$ cat src/hdl/csfh_pkg.sv
// Shared types, constants and a helper function for the content store block.
`default_nettype none
package csfh_pkg;

	// Table geometry
	localparam int BUCKETS    = 1024;
	localparam int WAYS       = 4;
	localparam int MAX_CAP    = 1024;
	localparam int NAME_BYTES = 32;
	localparam int NAME_WORDS = 4;
	localparam int RING_SIZE  = MAX_CAP + 1;

	localparam int BKT_W  = $clog2(BUCKETS);
	localparam int WAY_W  = $clog2(WAYS);
	localparam int RIDX_W = $clog2(RING_SIZE);
	localparam int LEN_W  = 6;
	localparam int CFG_W  = 11;

	// Register indexes on the configuration port
	localparam int REG_BUCKET_COUNT = 0;
	localparam int REG_CAPACITY     = 1;

	typedef enum logic [2:0] {
		ST_INSERTED    = 3'd0,
		ST_BUCKET_FULL = 3'd1,
		ST_HIT         = 3'd2,
		ST_MISS        = 3'd3,
		ST_TOO_LONG    = 3'd4
	} status_t;

	// Classified item handed from the front to the back
	typedef struct packed {
		logic                             insert;
		logic                             too_long;
		logic [BKT_W-1:0]                 bucket;
		logic [31:0]                      hash;
		logic [LEN_W-1:0]                 len;
		logic [NAME_WORDS-1:0][63:0]      words;
		logic [31:0]                      handle;
	} item_t;

	typedef struct packed {
		status_t     status;
		logic [31:0] found_handle;
		logic        evicted_valid;
		logic [31:0] evicted_handle;
	} result_t;

	// One bucket row of the slot table
	typedef struct packed {
		logic [WAYS-1:0]             busy;
		logic [WAYS-1:0][31:0]       hash;
		logic [WAYS-1:0][RIDX_W-1:0] ridx;
	} row_t;

	// One ring position
	typedef struct packed {
		logic [BKT_W-1:0]            bucket;
		logic [WAY_W-1:0]            way;
		logic [LEN_W-1:0]            len;
		logic [NAME_WORDS-1:0][63:0] words;
		logic [31:0]                 handle;
	} ring_t;

	typedef enum logic [1:0] {F_IDLE, F_DIV, F_PUSH} front_state_t;

	typedef enum logic [3:0] {
		B_CLEAR, B_IDLE, B_ROW, B_LK, B_LKCMP, B_EV, B_EVROW, B_INSRD, B_INS, B_DONE
	} back_state_t;

	// Keeps only the bytes of name word w that lie below len.
	function automatic logic [63:0] mask_word(input logic [63:0] word, input logic [1:0] w,
			input logic [LEN_W-1:0] len);
		logic [63:0] m;
		m = '0;
		for (int b = 0; b < 8; b++) begin
			if ({1'b0, w, 3'(b)} < len) begin
				m[b*8 +: 8] = 8'hFF;
			end
		end
		return word & m;
	endfunction

endpackage
`default_nettype wire

$ cat src/hdl/csfh_front.sv
// Front end: accepts beats, masks the name, flags long names and finds the bucket.
`default_nettype none
module csfh_front (
	input  wire logic                       clk,
	input  wire logic                       arst_n,
	input  wire logic                       in_valid,
	output logic                            in_ready,
	input  wire logic                       in_op,
	input  wire logic [327:0]               in_data,
	input  wire logic [csfh_pkg::CFG_W-1:0] bucket_count,
	output logic                            q_push,
	output csfh_pkg::item_t                 q_item,
	input  wire logic                       q_full
);

	csfh_pkg::front_state_t st_q, st_d;
	csfh_pkg::item_t        item_q;
	logic [31:0]            dvd_q;
	logic [4:0]             cnt_q;
	logic [10:0]            trial;
	logic [csfh_pkg::BKT_W-1:0] rem_d;
	logic [csfh_pkg::LEN_W-1:0] len_in;

	assign len_in = in_data[37:32];

	// One remainder bit per cycle over the 32 hash bits
	always_comb begin
		trial = {item_q.bucket, dvd_q[31]};
		if (trial >= bucket_count) begin
			rem_d = csfh_pkg::BKT_W'(trial - bucket_count);
		end else begin
			rem_d = csfh_pkg::BKT_W'(trial);
		end
	end

	// Next state and handshakes
	always_comb begin
		st_d     = st_q;
		in_ready = 1'b0;
		q_push   = 1'b0;
		case (st_q)
			csfh_pkg::F_IDLE: begin
				in_ready = 1'b1;
				if (in_valid) begin
					st_d = (len_in > csfh_pkg::LEN_W'(csfh_pkg::NAME_BYTES)) ?
						csfh_pkg::F_PUSH : csfh_pkg::F_DIV;
				end
			end
			csfh_pkg::F_DIV: begin
				if (cnt_q == 5'd31) begin
					st_d = csfh_pkg::F_PUSH;
				end
			end
			csfh_pkg::F_PUSH: begin
				q_push = !q_full;
				if (!q_full) begin
					st_d = csfh_pkg::F_IDLE;
				end
			end
			default: st_d = csfh_pkg::F_IDLE;
		endcase
	end

	always_ff @(posedge clk or negedge arst_n) begin
		if (!arst_n) begin
			st_q <= csfh_pkg::F_IDLE;
		end else begin
			st_q <= st_d;
		end
	end

	// Item capture and the remainder datapath
	always_ff @(posedge clk) begin
		if (st_q == csfh_pkg::F_IDLE && in_valid) begin
			item_q.insert   <= in_op;
			item_q.too_long <= len_in > csfh_pkg::LEN_W'(csfh_pkg::NAME_BYTES);
			item_q.bucket   <= '0;
			item_q.hash     <= in_data[31:0];
			item_q.len      <= len_in;
			for (int k = 0; k < csfh_pkg::NAME_WORDS; k++) begin
				item_q.words[k] <= csfh_pkg::mask_word(in_data[38 + 64*k +: 64], 2'(k), len_in);
			end
			item_q.handle   <= in_data[325:294];
			dvd_q           <= in_data[31:0];
			cnt_q           <= '0;
		end else if (st_q == csfh_pkg::F_DIV) begin
			item_q.bucket <= rem_d;
			dvd_q         <= {dvd_q[30:0], 1'b0};
			cnt_q         <= cnt_q + 5'd1;
		end
	end

	assign q_item = item_q;

endmodule
`default_nettype wire

$ cat config.mk
export PLATFORM = sky130hd
export DESIGN_NAME = csfh_front
export DESIGN_NICKNAME = d
export VERILOG_FILES = /design/src/hdl/csfh_pkg.sv /design/src/hdl/csfh_front.sv
export SDC_FILE = /design/constraint.sdc
export NUM_CORES = 1
export LEC_CHECK = 0
export ABC_AREA = 0
export BUFFER_PORTS_ARGS = -buffer_cell sky130_fd_sc_hd__buf_4
export CAP_MARGIN = 20
export CORE_AREA = 3 3 267 269
export CTS_CLUSTER_DIAMETER = 200
export DETAILED_ROUTE_END_ITERATION = 8
export DIE_AREA = 0 0 270 272
export PLACE_DENSITY_LB_ADDON = 0.15
export SLEW_MARGIN = 30
export SYNTH_ARGS = -nofsm -noshare
export SYNTH_HDL_FRONTEND = slang
export SYNTH_SLANG_ARGS = --single-unit
export TNS_END_PERCENT = 30
$ cat constraint.sdc
create_clock -name clk -period 15.56 [get_ports clk]
set_clock_uncertainty 0.2 [all_clocks]
set_input_delay 1.556 -clock clk [delete_from_list [all_inputs] [get_ports clk]]
set_output_delay 1.556 -clock clk [all_outputs]
set_load 0.01 [all_outputs]
======== Word level (Yosys, flattened, before mapping) ========
Index checks and enable logic that the tools add are counted.
storage, ports and cells
  flip-flop bits (word level) ............. 377
  output and inout port bits .............. 340
  word-level logic and storage cells ...... 138
cells by class
  $add $sub $neg .......................... 2
  order comparisons ....................... 34
  equal/unequal tests ..................... 6
  multiplexer cells ....................... 74
  bitwise gates (word level) .............. 4
  reduce and logical (&&, ||, !) cells .... 5
operator list
  kind                 count
  $mux 8               64
  $and 64x64->64       4
  $lt 5x6->1 const A   16
  $mux 32              2
  $lt 4x6->1 const A   8
  $lt 3x6->1 const A   4
  $lt 1x6->1 const A   2
  $lt 2x6->1 const A   2
  $ge 11x11->1         1
  $mux 10              1
  $sub 10x10->10       1
  $mux 2               4
  $gt 6x6->1 const B   1
  $ne 2x2->1 const B   3
  $pmux 2 s3           1
  $add 5x1->5 const B  1
  $eq 5x5->1 const B   1
  $reduce_and 3->1     1
  $eq 2x1->1 const B   1
  $eq 2x2->1 const B   1
  $logic_not 2->1      1
  $mux 1               2
  $reduce_bool 2->1    1
  $logic_and 1x1->1    1
  $logic_not 1->1      1

======== Logic depth before layout (Yosys ltp) ========
  depth in word-level cells ............... 4
  gate-level depth with buffers ........... 10

======== Worst setup path after synthesis ========
Ideal clock, no wire load.
  path type ............................... input -> register
  start point ............................. input in_valid
  end point ............................... register dvd_q[10], data pin
  arrival time ............................ 6.439 ns
  data required time ...................... 15.204 ns
  slack ................................... 8.765 ns
  stages .................................. 4
  path through ............................ and2_1 > buf_2 > buf_2 > mux2_2
between the ends
  longest elaborated chain between the ends .. 2
ends and longest elaborated chain
  element               line              RTL
  start, declared       csfh_front.sv:6   input wire logic in_valid,
  $logic_and 1x1->1     csfh_front.sv:74  if (st_q == csfh_pkg::F_IDLE && in_valid) begin
  $mux 32               csfh_front.sv:74
  end signal, assigned  csfh_front.sv:84  dvd_q <= in_data[31:0];
  end signal, assigned  csfh_front.sv:88  dvd_q <= {dvd_q[30:0], 1'b0};
  end, declared         csfh_front.sv:18  logic [31:0] dvd_q;
Every way passes these cells.
A chain may end at the register's enable or synchronous reset.

======== Worst setup path in the final report ========
  start point ............................. input in_valid
  end point ............................... register dvd_q[25], data pin
Same word-level chain as after synthesis.

==> results.py <==
metrics = {
    "synthesis": {
        "ys_warn_count": 0,
        "yosys.cell_types.count": 49,
        "synth_edf_count": 360,
        "yosysTopAreaCell": "edfxtp_1",
        "synth_most_common_cell": "edfxtp_1",
        "yosysSeqAreaShare": 0.777,
        "synth_top_area_frac": 0.753,
        "synth-seq-cells": 377,
        "async_reset_ff_frac": 0.00531,
        "syn_avg_cell_area_um2": 16.6,
        "synth_area_leaders": "edfxtp_1 75%, nor2b_1 7.0%, and2_1 4.2%",
        "synthTopCellsByCount": "360 x edfxtp_1, 160 x nor2b_1, 97 x and2_1",
        "syn_inst": 863,
        "synth_area_um2": 14400,
        "ys.flop_type": "edfxtp_1",
        "synth_nets": 1221,
    },
    "timing": {
        "rsz0062_at_grt": "no",
        "maxSlewHeadroom": 0.364,
        "finalSetupTns_ns": 0,
        "worst_slack_ns": 11.69,
        "period_minus_slack_ns": 3.87,
        "min_period_over_period": 0.249,
        "max_freq_mhz": 258,
        "tightestPinTransition_ns": 0.954,
        "setup-violations-final": 0,
        "slew_violations": 0,
        "hold_violations": 0,
    },
    "floorplan": {
        "die_area_um2": 73400,
        "die_w_um": 270,
        "row_count": 96,
        "ios": 684,
        "die_h_um": 272,
        "core-area_um2": 68800,
        "start_util": 0.209,
    },
    "pwr": {
        "ir_drop_mv": 0.0747,
        "p_leak_uw": 0.00881,
        "power.density_nw_per_um2": 148,
    },
    "placed_design": {
        "dpl.hpwl_mm": 39.9,
        "gp_routability_congestion": 0.776,
        "port_buffers": 681,
        "post-place-ws_ns": 11.05,
    },
    "detailed_routing": {
        "vias_per_cell": 3.86,
        "drc": 0,
        "drt_iter0_drc": 504,
        "avgRoutedWirePerCell_um": 20.4,
        "num_vias": 9890,
        "drtPass1Iterations": 4,
        "drt_wl_total_mm": 52.2,
        "drtAntennaViolNets": 0,
    },
    "worst_hold_path": {
        "hold_depth": 2,
        "min_path_type": "register to register",
        "min_to": "cnt_q[4]",
        "hold_start": "cnt_q[4]",
    },
    "global_routing": {
        "grt_use_met3": 0.0584,
        "grt_use_met1": 0.142,
        "grt_pass1_wl_mm": 73.5,
        "overflow": 0,
        "grt_max_degree": 89,
        "busiest_layer": "met2",
        "met2_usage": 0.245,
        "grt_pass1_vias": 10300,
        "grt_usage": 0.136,
        "antenna_found_initial": 7,
    },
    "clock_network": {
        "htreeDepth": 2,
        "ctsHoldBuffers": 0,
        "post_cts_buffers": 0,
        "insertion_delay_ns": 0.57,
        "ctsLongestPathBuffers": 3,
        "ctsResizeCount": 0,
        "clock-sinks": 377,
        "cts_tree": "done",
        "path_clk_slew_ns": 0.06,
        "cts_buffers": 46,
        "cts_root_buf": "clkbuf_16",
    },
    "worst_setup_path": {
        "r2r-end": "dvd_q[25]",
        "crit_type": "input port to register",
        "worstPathRequired_ns": 15.67,
        "r2r_cells": 5,
        "worstReg2RegStart": "st_q[0]",
        "worst_ep_arrival_time_ns": 3.98,
        "setup.worst_path.start_class": "input port",
        "crit_path_end_kind": "register",
        "rrSetupSlack_ns": 12.06,
        "crit_fanout": 88,
    },
    "final_layout": {
        "multi_input_area_um2": 3070,
        "fillers": 7028,
        "final_nets": 1944,
        "ff_latch_area_um2": 11200,
        "finish.utilization": 0.322,
        "drive_above_1_share": 0.497,
        "area_delta_synth_final_pct": 54.3,
    },
    "job": {
        "maxCapViolCount": 0,
    },
    "run_status": {
        "outcome": "complete, no violations",
    },
}
[where the power goes]
group          internal, uW  switching (uW)
Combinational           348             421
Sequential             1380            64.4
Clock                   615             441
Total                  2340             927
[stage by stage]
stage | total power [uW] | hold slack, ns | instance area [um2] | std cells
floorplan | 1870 | 0.240 | 14400 | 863
finish | 3270 | 0.270 | 22200 | 2562
global route | 3440 | 0.322 | 22100 | 2557
CTS | 3340 | 0.273 | 22100 | 2554
global placement | 2250 | 0.262 | 20600 | 2468
detailed placement | 2250 | 0.266 | 20700 | 2468
[critical path, cell delays in order]
cell and delay [ns]:
buf_4 0.10, and2_4 0.44, buf_4 0.67, buf_6 0.69, mux2_2 0.42
[registers in the layout (all words and copies together), names as in the netlist]
name and count:
dvd_q 32, st_q 2, cnt_q 5, q_item 338
[cells by family (layout without fill, tap and decap cells)]
group,count (synthesis),in the layout,share of synthesized area
adders and majority gates,14,14,0.0127
DFF,377,377,0.777
muxes,39,39,0.0300
xor gates and xnor gates,9,9,0.00549
buffers and inverters,35,796,0.0111
AOI/OAI and AO/OA,59,59,0.0266
and+or+nand+nor,330,330,0.137
other,0,7,0
[placed cells by master (no fill, tap or decap), types with 6 or more instances in the layout]
cell type  count
mux2_2        32
diode_2        7
clkbuf_1      12
buf_4        692
nand2_1       26
mux2i_1        7
a21oi_1       12
dfxtp_1       15
nor2b_1      160
o21ai_0       10
and2_1        96
ha_1          13
clkinv_1      12
clkbuf_16     47
a21oi_2        6
xor2_1         6
nor2_1        14
edfxtp_1     360
inv_1         16
[area by class of cell]
class	count	area share
Antenna cell	7	0.000791
Clock buffer	61	0.0564
Timing Repair Buffer	694	0.235
Inverter	16	0.00271
Clock inverter	25	0.00971
Tap cell	931	0.0526
Sequential cell	377	0.504
Multi-Input combinational cell	451	0.139
[worst max path at each step]
stage	from	to	cells after the start
global route	in_valid	dvd_q[25]	5
detailed placement	in_valid	dvd_q[25]	5
CTS	in_valid	dvd_q[25]	5
floorplan	in_valid	dvd_q[10]	4
global placement	in_valid	dvd_q[25]	5
finish	in_valid	dvd_q[25]	5
[routing by layer]
metal | vias to the layer above | part of all wire
met4 | 0 | 0.022
met2 | 445 | 0.52
met5 | - | 0
met1 | 4773 | 0.36
met3 | 65 | 0.10
li1 | 4607 | -
Power figures use the tool's default switching activity.
