**config.mk**
```make
export PLATFORM = sky130hd
export DESIGN_NAME = csfh_queue
export DESIGN_NICKNAME = d
export VERILOG_FILES = /design/src/hdl/csfh_pkg.sv /design/src/hdl/csfh_queue.sv
export SDC_FILE = /design/constraint.sdc
export NUM_CORES = 1
export LEC_CHECK = 0
export ABC_AREA = 1
export BUFFER_PORTS_ARGS = -buffer_cell sky130_fd_sc_hd__buf_2
export CORE_AREA = 2 2 267 269
export CTS_CLUSTER_SIZE = 40
export DETAILED_ROUTE_END_ITERATION = 6
export DIE_AREA = 0 0 269 271
export PLACE_DENSITY = 0.64
export SLEW_MARGIN = 40
export SYNTH_ARGS = -nofsm -noshare
export SYNTH_HDL_FRONTEND = slang
export SYNTH_SLANG_ARGS = --single-unit
```
**constraint.sdc**
```tcl
create_clock -name clk -period 18.75 [get_ports clk]
set_clock_uncertainty 0.05 [all_clocks]
set_input_delay 0 -clock clk [delete_from_list [all_inputs] [get_ports clk]]
set_output_delay 0 -clock clk [all_outputs]
set_load 0.02 [all_outputs]
```
**src/hdl/csfh_pkg.sv**
```systemverilog
// Shared types, constants and a helper function for the content store block.
`default_nettype none
package csfh_pkg;

	// Table geometry
	localparam int BUCKETS    = 1024;
	localparam int WAYS       = 4;
	localparam int MAX_CAP    = 1024;
	localparam int NAME_BYTES = 32;
	localparam int NAME_WORDS = 4;
	localparam int RING_SIZE  = MAX_CAP + 1;

	localparam int BKT_W  = $clog2(BUCKETS);
	localparam int WAY_W  = $clog2(WAYS);
	localparam int RIDX_W = $clog2(RING_SIZE);
	localparam int LEN_W  = 6;
	localparam int CFG_W  = 11;

	// Register indexes on the configuration port
	localparam int REG_BUCKET_COUNT = 0;
	localparam int REG_CAPACITY     = 1;

	typedef enum logic [2:0] {
		ST_INSERTED    = 3'd0,
		ST_BUCKET_FULL = 3'd1,
		ST_HIT         = 3'd2,
		ST_MISS        = 3'd3,
		ST_TOO_LONG    = 3'd4
	} status_t;

	// Classified item handed from the front to the back
	typedef struct packed {
		logic                             insert;
		logic                             too_long;
		logic [BKT_W-1:0]                 bucket;
		logic [31:0]                      hash;
		logic [LEN_W-1:0]                 len;
		logic [NAME_WORDS-1:0][63:0]      words;
		logic [31:0]                      handle;
	} item_t;

	typedef struct packed {
		status_t     status;
		logic [31:0] found_handle;
		logic        evicted_valid;
		logic [31:0] evicted_handle;
	} result_t;

	// One bucket row of the slot table
	typedef struct packed {
		logic [WAYS-1:0]             busy;
		logic [WAYS-1:0][31:0]       hash;
		logic [WAYS-1:0][RIDX_W-1:0] ridx;
	} row_t;

	// One ring position
	typedef struct packed {
		logic [BKT_W-1:0]            bucket;
		logic [WAY_W-1:0]            way;
		logic [LEN_W-1:0]            len;
		logic [NAME_WORDS-1:0][63:0] words;
		logic [31:0]                 handle;
	} ring_t;

	typedef enum logic [1:0] {F_IDLE, F_DIV, F_PUSH} front_state_t;

	typedef enum logic [3:0] {
		B_CLEAR, B_IDLE, B_ROW, B_LK, B_LKCMP, B_EV, B_EVROW, B_INSRD, B_INS, B_DONE
	} back_state_t;

	// Keeps only the bytes of name word w that lie below len.
	function automatic logic [63:0] mask_word(input logic [63:0] word, input logic [1:0] w,
			input logic [LEN_W-1:0] len);
		logic [63:0] m;
		m = '0;
		for (int b = 0; b < 8; b++) begin
			if ({1'b0, w, 3'(b)} < len) begin
				m[b*8 +: 8] = 8'hFF;
			end
		end
		return word & m;
	endfunction

endpackage
`default_nettype wire

```
**src/hdl/csfh_queue.sv**
```systemverilog
// Two-entry queue of classified items between the front and the back.
`default_nettype none
module csfh_queue (
	input  wire logic      clk,
	input  wire logic      arst_n,
	input  wire logic      push,
	input  csfh_pkg::item_t push_item,
	output logic           full,
	input  wire logic      pop,
	output csfh_pkg::item_t head_item,
	output logic           empty
);

	csfh_pkg::item_t entry_q [2];
	logic       wr_ptr_q, rd_ptr_q;
	logic [1:0] count_q;

	assign full      = count_q == 2'd2;
	assign empty     = count_q == 2'd0;
	assign head_item = entry_q[rd_ptr_q];

	// Pointers and fill level
	always_ff @(posedge clk or negedge arst_n) begin
		if (!arst_n) begin
			wr_ptr_q <= 1'b0;
			rd_ptr_q <= 1'b0;
			count_q  <= '0;
		end else begin
			if (push) begin
				wr_ptr_q <= !wr_ptr_q;
			end
			if (pop) begin
				rd_ptr_q <= !rd_ptr_q;
			end
			if (push && !pop) begin
				count_q <= count_q + 2'd1;
			end else if (pop && !push) begin
				count_q <= count_q - 2'd1;
			end
		end
	end

	// Payload storage
	always_ff @(posedge clk) begin
		if (push) begin
			entry_q[wr_ptr_q] <= push_item;
		end
	end

endmodule
`default_nettype wire

```
== Word level (Yosys, flattened, before mapping) ==
Memory sizes are Yosys's and may differ from the RTL's.
Index checks and enable logic that the tools add are counted.

* Add/sub/neg operators: 2
* $mul: 0
* Magnitude comparators: 0
* Shift-type cells: 0
* Equal/unequal tests: 1
* Reduce and logical (&&, ||, !) cells: 8
* Bitwise logic cells: 0
* Muxes and demuxes: 4
* Divide/modulo/power cells: 0

{| class="wikitable"
|+ Operator list
! operator !! count
|-
| 1-bit zero test || 4
|-
| 2-bit two-way mux || 2
|-
| 2-bit by 1-bit adder with 2-bit output (second input constant) || 1
|-
| 2-bit equality test (second input constant) || 1
|-
| 1-bit logical AND || 2
|-
| 2-bit zero test || 1
|-
| 1-bit two-way mux || 2
|-
| 2-bit nonzero test || 1
|-
| 2-bit by 1-bit subtractor with 2-bit output (second input constant) || 1
|}

* Output and inout bits: 340
* Logic and storage cells: 19
* Bits in read-only memories: 0
* Bits in registers: 4
* Input bits: 342
* Memories: 1
* Bits in writable memories: 676
* Bits in latches: 0

{| class="wikitable"
|+ Memory list
! name !! words !! width !! rd ports !! clocked after memory_dff !! write ports !! RTL line !! RTL
|-
| entry_q || 2 || 338 || 1 || 0 || 1 || csfh_queue.sv:14 || <nowiki>csfh_pkg::item_t entry_q [2];</nowiki>
|}

== Logic depth before layout (Yosys ltp) ==
Gate-level depths: netlist of run 1.

* Word-level depth: 4
* Gate-level depth with buffers: 7

== Worst setup path before layout of run 1 ==
OpenSTA, ideal clock, no wires.

* Path type: reg2reg
* From: reg wr_ptr_q
* To: mem entry_q[0][0] (netlist bit) (enable)
* Data arrival time: 14406 ps
* Setup time: 1054 ps
* Period minus slack after synthesis: 15510 ps
* Cell stages (with the launch flop): 2
* Slack: 3240 ps
* Cell sequence: dfrtp_1 -> nor2_1

{| class="wikitable"
|+ RTL lines
! item !! RTL line !! RTL
|-
| from (decl) || csfh_queue.sv:15 || <nowiki>logic wr_ptr_q, rd_ptr_q;</nowiki>
|-
| from (signal assigned) || csfh_queue.sv:30 || <nowiki>wr_ptr_q <= !wr_ptr_q;</nowiki>
|-
| to (decl) || csfh_queue.sv:14 ||
|}

Straight into the memory's write port.

==> reports/qor.txt, run 1 <==
fin crit period - 4290 ps
crit-path max FO - 55
Cell Pwr Density - 148 mW/mm^2
Max-Cap Viols - 0
placer congestion estimate - 0.832
Avg Cell Area, Syn - 24.1 sq um
sequential area share after synthesis - 0.787
slowest cell delay on critical path - 960 ps
First DRT Iteration DRCs - 787
IO Pins - 682
Worst Hold Endpoint - entry_q[1][214]
final slew viol count - 0
Layout area overhead - 38.8%
WL per Instance - 19.3 um
GRT Util Overall - 0.162
reg-to-reg critical path startpoint - wr_ptr_q
R2R setup slack - 15,660 ps
Final Cycle Share - 0.229
setup ws final - 14,460 ps
CP max-delay cell - dfrtp_4
Synth Instances - 1,077
antenna violations before repair - 9
Crit Path Category - register to output port
Detailed Route WL - 60,800 um
synth warn - 0
setup slack at placement - 14,830 ps
setup tns final - 0 ps
vias in the first global route - 15,700
total grt overflow - 0
measured slew at the worst slew-check pin - 816 ps
worst-case vdd ir drop - 0.110 mV
core box area - 0.0698 sq mm
IO buf count - 681
area of the die - 0.0729 sq mm
DR vias - 14,100
startpoint types - register
worst hold path class - input pin to register
first-pass GRT wire length - 89,300 um
synthesized flop and latch total - 680
Initial Util - 0.371
Synth Cell Area - 0.0259 sq mm
Crit path arrival time - 4240 ps
CTS H-tree lvls - 3
clock buffer depth - 3
Max Fclk - 0.233 GHz
CP Data Required Time - 18,700 ps
TritonCTS Buffers - 74
CP cell instances - buf_6 > buf_4 > buf_6 > mux2_4 > buf_2
worst hold margin - 64.7 ps
leakage power - 0.0144 uW
count of final setup violators - 0
row count - 97
Final ANT Viol Nets - 0
largest net degree at the start of global routing - 115
final hold vios - 0
Die Ht - 271 um
RSZ-0062 raised after global routing - false
Final Util - 0.516
outcome - finished, final reports clean
crit path from - rd_ptr_q
hold depth - 2
Setup Buffers After CTS - 0
via density per instance - 4.48
DP Wirelength - 40,200 um
TritonCTS Sinks - 680
share of layout cells above drive strength 1 - 0.515
final non-filler cell total - 3,150
CTS root buffer - clkbuf_16
worst r2r path cells - 4
CTS tree - yes
Yosys cell types - 16
CTS clock-pin slew for the worst setup and hold paths - 60 ps
drt first pass iters - 6
syn_nets - 1,420
Critical Path End Type - output port
CP most frequent cell - buf_6
Final #Nets - 2,495
chip width - 269 um
reg2reg end - entry_q[0][67]
dpl cells - 2,674
worst skew pair latency - 600 ps
hold path start - push_item[214]
number of remaining DRC errors - 0
worst rel slew slack - 0.456
==> cell type report <==
class / instances / area, sq um
clock inverter: 41 / 344
tap: 940 / 1180
fill: 5552 / 33800
timing repair buffer: 1037 / 7030
multi-input combinational: 352 / 5030
sequential: 680 / 20400
clock buffer: 92 / 1960
inverter: 7 / 38.8
antenna: 1 / 2.50
==> state kept, by name, summed over array words and instances (netlist names) <==
signal and count:
count_q 2, wr_ptr_q 1, entry_q 676, rd_ptr_q 1
==> worst max-delay path, delay by kind of cell (launching register included) <==
family | cells | cell delay (ps)
buffers and inverters | 4 | 2150
DFF | 1 | 960
muxes | 1 | 360
==> cell families after synthesis <==
| kind of cell | count (synthesis) | share of synthesized area |
|---|---|---|
| buf+inv | 45 | 0.0193 |
| xor+xnor | 3 | 0.00101 |
| flops | 680 | 0.787 |
| mux | 338 | 0.191 |
| simple gates | 10 | 0.00159 |
| fa+ha+maj | 1 | 0.000483 |
==> worst max path at each step <==
stage,slack (ps),end
after CTS,14140,head_item[32]
after global placement,14700,head_item[17]
final,14460,head_item[31]
after floorplan,3240,entry_q[0][0]
after detailed placement,14830,head_item[31]
after global routing,14260,head_item[32]
==> per-stage QoR <==
stage	cell area, sq um	power, uW
final	36000	5330
after global routing	36000	5560
after CTS	36000	5390
after detailed placement	30200	3950
after global placement	30200	3920
after floorplan	25900	3610
==> placed cells by master, fill, tap and decap left out, types with 3 or more instances in the layout <==
cell             n
buf_2          681
buf_6            8
clkbuf_1        16
clkbuf_16       76
clkinv_1        16
clkinv_2        10
clkinv_4         3
clkinvlp_4       4
dfrtp_1          3
dlygate4sd3_1  342
edfxtp_1       676
inv_1            6
mux2_2          35
mux2_4         303
nand2_1          5
==> where the power goes <==
group	internal, uW	switching [uW]	total (uW)	leakage, uW
Combinational	811	1030	1850	0.00691
Sequential	2020	101	2120	0.00639
Clock	780	589	1370	0.00111
==> Yosys cell counts (all sizes together) <==
cell type,count,share of area
dfrtp,4,0.0039
buf,38,0.018
inv,7,0.0010
ha,1,0.00048
xnor2,1,0.00034
edfxtp,676,0.78
mux2,338,0.19
nand3,1,0.00019
nand2,5,0.00072
nor2,3,0.00043
nand4,1,0.00024
xor2,2,0.00068
==> repair_timing <==
action	CTS	global route
hold buffers	342	0
hold endpoints to repair	692	0
gates resized for setup	0	0
==> metal layers <==
| layer | part of all wire | vias to the layer above | global-route usage |
|---|---|---|---|
| met5 | 0.00084 | - | 0 |
| met4 | 0.040 | 8 | 0.0756 |
| met3 | 0.085 | 146 | 0.0554 |
| met2 | 0.52 | 535 | 0.290 |
| met1 | 0.36 | 6968 | 0.167 |
| li1 | - | 6456 | - |
Power figures use the tool's default switching activity.
==> run 2: changes to the inputs <==
--- a/config.mk
+++ b/config.mk
@@ -5,13 +5,13 @@
 export SDC_FILE = /design/constraint.sdc
 export NUM_CORES = 1
 export LEC_CHECK = 0
-export ABC_AREA = 1
+export ABC_AREA = 0
 export BUFFER_PORTS_ARGS = -buffer_cell sky130_fd_sc_hd__buf_2
-export CORE_AREA = 2 2 267 269
+export CORE_AREA = 2 2 265 267
 export CTS_CLUSTER_SIZE = 40
 export DETAILED_ROUTE_END_ITERATION = 6
-export DIE_AREA = 0 0 269 271
-export PLACE_DENSITY = 0.64
+export DIE_AREA = 0 0 267 269
+export PLACE_DENSITY = 0.67
 export SLEW_MARGIN = 40
 export SYNTH_ARGS = -nofsm -noshare
 export SYNTH_HDL_FRONTEND = slang
==> constraint.sdc (replaced) <==
create_clock -name clk -period 3.5 [get_ports clk]
set_clock_uncertainty 0.05 [all_clocks]
set_input_delay 0 -clock clk [delete_from_list [all_inputs] [get_ports clk]]
set_output_delay 0 -clock clk [all_outputs]
set_load 0.02 [all_outputs]
==> reports/qor.txt, run 2 <==
outcome - finished, final reports clean
vias in the first global route - 15,400 (-2.2%)
M1 WL - 22,900 um (+5.7%)
synthesized flop and latch total - 680 (unchanged)
Yosys cell types - 15 (-1)
final slew viol count - 0 (unchanged)
Max-Cap Viols - 0 (unchanged)
measured slew at the worst slew-check pin - 795 ps (-20.4 ps)
most common cell after layout, fill and taps aside - buf_2
largest cells by area after synthesis - edfxtp_1 78%, mux2_4 18%, mux2_2 1.5%
CTS tree - yes
CP cell instances - buf_12 > buf_4 > mux2_2 > buf_2
DR vias - 14,400 (+1.8%)
clock buffer depth - 3 (unchanged)
fill count - 5,434 (-2.1%)
count leader, synth - edfxtp_1
TritonCTS Buffers - 70 (-5.4%)
number of remaining DRC errors - 0 (unchanged)
CP Data Required Time - 3450 ps (-15,250 ps)
Placed Area - 0.0305 sq mm (+0.67%)
Critical Path End Type - output port
Final Cycle Share - 0.745
max FFs per register - 676 (unchanged)
Synth Instances - 1,068 (-0.84%)
worst hold margin - 72.5 ps (+7.80 ps)
Most used DFF post-synth - edfxtp_1
final instance area - 0.0360 sq mm (+0.14%)
combinational group share of total power - 0.363 (+0.017)
total grt overflow - 0 (unchanged)
setup slack at placement - 1470 ps (-13,360 ps)
asr flop ratio synth - 0.00588 (unchanged)
final hold vios - 0 (unchanged)
Crit Path Category - register to output port
chip width - 267 um (-0.74%)
share of layout cells above drive strength 1 - 0.520 (+0.00498)
WL per Instance - 19.6 um (+1.4%)
setup ws final - 891 ps (-13,570 ps)
worst rel slew slack - 0.470 (+0.0136)
crit-path max FO - 42 (-24%)
Register Area - 0.0204 sq mm (unchanged)
syn_nets - 1,411 (-0.63%)
First DRT Iteration DRCs - 948 (+20%)
CTS clock-pin slew for the worst setup and hold paths - 60 ps (about the same)
Net Sw Power - 9270 uW (+440%)
core box area - 0.0693 sq mm (-0.70%)
GRT Util Overall - 0.164 (+0.00218)
antenna violations before repair - 9 (unchanged)
worst-case vdd ir drop - 0.580 mV (+420%)
DP Wirelength - 41,300 um (+2.6%)
Synth Cell Area - 0.0259 sq mm (about the same)
Post-synth EDFFs - 676 (unchanged)
Avg Cell Area, Syn - 24.3 sq um (+0.76%)
Int Power - 19,300 uW (+430%)
largest net degree at the start of global routing - 103 (-10%)
Largest regs - entry_q x676, count_q x2
setup tns final - 0 ps (unchanged)
Crit path arrival time - 2560 ps (-1680 ps)
CP max-delay cell - dfrtp_4
CTS root buffer - clkbuf_16
Final ANT Viol Nets - 0 (unchanged)
slowest cell delay on critical path - 650 ps (-310 ps)
Met3 Wirelength - 4000 um (-23%)
row count - 97 (unchanged)
sequential power share - 0.394 (-0.003)
worst skew pair latency - 580 ps (-20 ps)
area of the die - 0.0718 sq mm (-1.5%)
Commonest cells post-synth - 676 x edfxtp_1, 303 x mux2_4, 35 x mux2_2
startpoint types - register
fin crit period - 2610 ps
Max Fclk - 0.383 GHz
Top Layer Used - met5
WL met2 - 32,600 um (+3.4%)
via density per instance - 4.55 (+1.6%)
synth warn - 0 (unchanged)
drt first pass iters - 4 (-2)
post-synth top area cell - edfxtp_1
TritonCTS Sinks - 680 (unchanged)
Biggest register - entry_q
IO Pins - 682 (unchanged)
clock power share - 0.244 (-0.013)
Synth top area share - 0.784 (about the same)
Die Ht - 269 um (-0.74%)
CTS H-tree lvls - 3 (unchanged)
sequential area share after synthesis - 0.788 (about the same)
worst hold path class - input pin to register
IO buf count - 681 (unchanged)
Initial Util - 0.374 (+0.00231)
first-pass GRT wire length - 88,700 um (-0.71%)
Multi-input gate area - 0.00504 sq mm (about the same)
Layout area overhead - 39.1%
most frequent cells in the layout - 681 x buf_2, 676 x edfxtp_1, 342 x dlygate4sd3_1
Sw Ratio - 0.325 (+0.00154)
Cell Pwr Density - 792 mW/mm^2 (+430%)
Final #Nets - 2,501 (+0.24%)
Detailed Route WL - 61,800 um (+1.7%)
count of final setup violators - 0 (unchanged)
placer congestion estimate - 0.784 (-5.8%)
RSZ-0062 raised after global routing - false
Setup Buffers After CTS - 0 (unchanged)
leakage power - 0.0144 uW (+0.15%)
## run 2: cell types whose count changed after synthesis, sizes merged
cell	before	now
inv	7	1
nand2	5	0
nor2b	0	2
xor2	2	4
and2	0	1
nand3	1	0
nand4	1	0
nor2	3	2
## run 2: final timing paths
| check | from | to | slack, ps | depth (start not counted) |
|---|---|---|---|---|
| hold / removal | push_item[91] | entry_q[1][91] | 70 | 2 |
| hold reg to reg | count_q[1] | count_q[1] | 450 | 1 |
| setup / recovery | rd_ptr_q | head_item[2] | 890 | 4 |
| min in group asynchronous | arst_n | rd_ptr_q | 300 | 3 |
| max in group asynchronous | arst_n | rd_ptr_q | 2910 | 3 |
| setup reg to reg | wr_ptr_q | entry_q[1][246] | 1500 | 2 |
## run 2: what timing repair did
| item | 4_1_cts | 5_1_grt |
|---|---|---|
| resized for setup | 0 | 0 |
| hold buffers | 342 | 0 |
| hold endpoints to repair | 693 | 0 |
## run 2: worst max-delay path: cells and delay by family, from the launching register on
kind | cells | cell delay, ps
multiplexers | 1 | 380
flip-flops | 1 | 650
buffers and inverters | 3 | 890
## run 2: kinds of logic (layout without fill, tap and decap cells)
group	count (synthesis)	in the layout	share of synthesized area
flip-flops	680	680	0.788
multiplexers	338	338	0.191
buffers and inverters	39	1180	0.0185
XOR/XNOR	5	5	0.00169
AND/OR/NAND/NOR	5	5	0.00101
adder cells (fa/ha/maj)	1	1	0.000483
other	0	8	0
## run 2: stage by stage
stage          utilization  cells  total power [uW]
4_1_cts              0.520   3149             28800
6_report             0.520   3157             28500
3_3_place_gp         0.439   2684             21300
2_1_floorplan            -   1068             18800
5_1_grt              0.520   3155             29700
3_5_place_dp         0.439   2684             21500
## run 2: per-layer routing
metal,vias to the layer above,global-route usage
met5,-,0
li1,6469,-
met1,7185,0.179
met2,572,0.297
met3,137,0.0416
met4,4,0.0785
## run 2: cell type report
cell class / count / share of cell area
clock inverters: 36 / 0.00802
multi-input cells: 349 / 0.140
inverters: 1 / 0.000104
well taps: 940 / 0.0326
repair buffers: 1056 / 0.201
flip-flops and latches: 680 / 0.566
clock buffers: 87 / 0.0516
diodes: 8 / 0.000555
## run 2: power groups by stage
| stage | clock, uW | sequential [uW] | combinational, uW |
|---|---|---|---|
| floorplan | 0 | 11500 | 7310 |
| global placement | 0 | 11300 | 10000 |
| detailed placement | 0 | 11400 | 10100 |
| CTS | 7150 | 11200 | 10400 |
| global route | 7460 | 11400 | 10900 |
| finish | 6960 | 11200 | 10300 |
==> run 3: changes to the inputs <==
--- a/config.mk
+++ b/config.mk
@@ -5,13 +5,13 @@
 export SDC_FILE = /design/constraint.sdc
 export NUM_CORES = 1
 export LEC_CHECK = 0
-export ABC_AREA = 0
+export ABC_AREA = 1
 export BUFFER_PORTS_ARGS = -buffer_cell sky130_fd_sc_hd__buf_2
 export CORE_AREA = 2 2 265 267
 export CTS_CLUSTER_SIZE = 40
 export DETAILED_ROUTE_END_ITERATION = 6
 export DIE_AREA = 0 0 267 269
-export PLACE_DENSITY = 0.67
+export PLACE_DENSITY = 0.68
 export SLEW_MARGIN = 40
 export SYNTH_ARGS = -nofsm -noshare
 export SYNTH_HDL_FRONTEND = slang
==> constraint.sdc (replaced) <==
create_clock -name clk -period 2.35 [get_ports clk]
set_clock_uncertainty 0.05 [all_clocks]
set_input_delay 0 -clock clk [delete_from_list [all_inputs] [get_ports clk]]
set_output_delay 0 -clock clk [all_outputs]
set_load 0.02 [all_outputs]
==> reports/qor.txt, run 3 (synthesis results as in run 1) <==
largest net degree at the start of global routing - 60 (-42%)
CTS root buffer - clkbuf_16
Crit path arrival time - 2140 ps (-420 ps)
antenna violations before repair - 4 (-5)
outcome - finished, final reports clean
Register Area - 0.0204 sq mm (unchanged)
IO Pins - 682 (unchanged)
Biggest register - entry_q
final non-filler cell total - 3,188 (+0.98%)
reg-to-reg critical path startpoint - wr_ptr_q
hold path start - push_item[116]
total grt overflow - 0 (unchanged)
Cell Pwr Density - 1190 mW/mm^2 (+50%)
slowest cell delay on critical path - 420 ps (-230 ps)
Bufs and invs on worst path - 3 (unchanged)
worst r2r path cells - 4 (+2)
crit path from - rd_ptr_q
CP max-delay cell - dfrtp_4
Critical Path End Type - output port
Largest regs - entry_q x676, count_q x2
worst-case vdd ir drop - 0.799 mV (+38%)
clock buffer depth - 3 (unchanged)
measured slew at the worst slew-check pin - 565 ps (-231 ps)
chip width - 267 um (unchanged)
First DRT Iteration DRCs - 948 (unchanged)
Final ANT Viol Nets - 0 (unchanged)
setup ws final - 165 ps (-727 ps)
fill count - 5,378 (-1.0%)
via density per instance - 4.52 (-0.74%)
Detailed Route WL - 63,300 um (+2.4%)
Multi-input gate area - 0.00503 sq mm (about the same)
fin crit period - 2190 ps
startpoint types - register
Final Cycle Share - 0.930
drt first pass iters - 5 (+1)
CTS resizes - 0 (unchanged)
CP most frequent cell - buf_12
Layout area overhead - 40.6%
area of the die - 0.0718 sq mm (unchanged)
Final #Nets - 2,532 (+1.2%)
DP Wirelength - 41,600 um (+0.65%)
Die Ht - 269 um (unchanged)
Initial Util - 0.374 (about the same)
CTS clock-pin slew for the worst setup and hold paths - 60 ps (about the same)
final slew viol count - 0 (unchanged)
hold depth - 2 (unchanged)
CP cell instances - buf_12 > buf_12 > mux2_4 > buf_2
TritonCTS Sinks - 680 (unchanged)
GRT Util Overall - 0.168 (+0.00374)
crit-path max FO - 55 (+31%)
leakage power - 0.0147 uW (+1.6%)
Critical Path Stages - 4 (unchanged)
TritonCTS Buffers - 71 (+1.4%)
row count - 97 (unchanged)
setup slack at placement - 600 ps (-866 ps)
CTS H-tree lvls - 3 (unchanged)
final hold vios - 0 (unchanged)
number of remaining DRC errors - 0 (unchanged)
first-pass GRT wire length - 90,600 um (+2.2%)
RSZ-0062 raised after global routing - false
most frequent cells in the layout - 681 x buf_2, 676 x edfxtp_1, 342 x dlygate4sd3_1
worst rel slew slack - 0.624 (+0.154)
worst skew pair latency - 590 ps (about the same)
DR vias - 14,400 (+0.23%)
vias in the first global route - 15,600 (+1.5%)
setup tns final - 0 ps (unchanged)
share of layout cells above drive strength 1 - 0.524 (+0.00461)
Crit path max-delay family - buffers and inverters
CP Data Required Time - 2300 ps (-1150 ps)
max FFs per register - 676 (unchanged)
IO buf count - 681 (unchanged)
core box area - 0.0693 sq mm (unchanged)
most common cell after layout, fill and taps aside - buf_2
WL per Instance - 19.8 um (+1.4%)
worst hold path class - input pin to register
placer congestion estimate - 0.800 (+2.1%)
Crit Path Category - register to output port
Max Fclk - 0.458 GHz
Final Util - 0.526 (+0.00581)
CTS tree - yes
Max-Cap Viols - 0 (unchanged)
dpl cells - 2,710 (+0.97%)
count of final setup violators - 0 (unchanged)
[run 3: changes by cell type in the layout (fill, tap and decap cells not counted), sizes merged]
cell,change
and2,-1
buf,+21
bufinv,+2
clkbuf,-3
clkinv,+7
diode,-3
inv,+4
nand2,+5
nand3,+1
nand4,+1
nor2,+1
nor2b,-2
xor2,-2
[run 3: routing by layer]
layer | global-route usage | vias up | share of wire
met5 | 0 | - | 0
met2 | 0.302 | 568 | 0.53
met3 | 0.0424 | 106 | 0.066
met1 | 0.189 | 7191 | 0.37
li1 | - | 6535 | -
met4 | 0.0691 | 0 | 0.031
[run 3: worst reg2reg max path, stage by stage (launching register included)]
cell	delay (ps)
dfrtp_1	430
nand2_2	80
clkinvlp_4	110
buf_12	180
buf_4	510
[run 3: final cells by class]
type | count | area share
Timing Repair Buffer | 1077 | 0.206
Multi-Input combinational cell | 352 | 0.138
Clock inverter | 43 | 0.0103
Sequential cell | 680 | 0.560
Clock buffer | 84 | 0.0518
Tap cell | 940 | 0.0323
Antenna cell | 5 | 0.000343
Inverter | 7 | 0.000824
[run 3: report_power, final]
group	switching (uW)	internal [uW]
Clock	4650	6240
Combinational	8820	7020
Sequential	587	16100
Total	14100	29300
[run 3: final timing paths]
path,endpoint,slack [ps]
worst max-delay path,head_item[196],160
worst min-delay path,entry_q[0][116],70
worst max register to register,entry_q[1][217],590
worst min register to register,count_q[1],490
max in group asynchronous,rd_ptr_q,1710
min in group asynchronous,count_q[0],350
[run 3: stage by stage]
step	cell area [sq um]	total power, uW	hold slack [ps]
global placement	30700	32000	-238
finish	36400	43400	71.0
global route	36400	45100	44.7
CTS	36400	43700	14.1
detailed placement	30700	32200	-234
floorplan	25900	27800	-346
[run 3: timing repair]
item,CTS,global route
hold buffers,342,0
buffers inserted,4,0
endpoints found under the setup margin,142,0
endpoints found under the hold margin,726,0
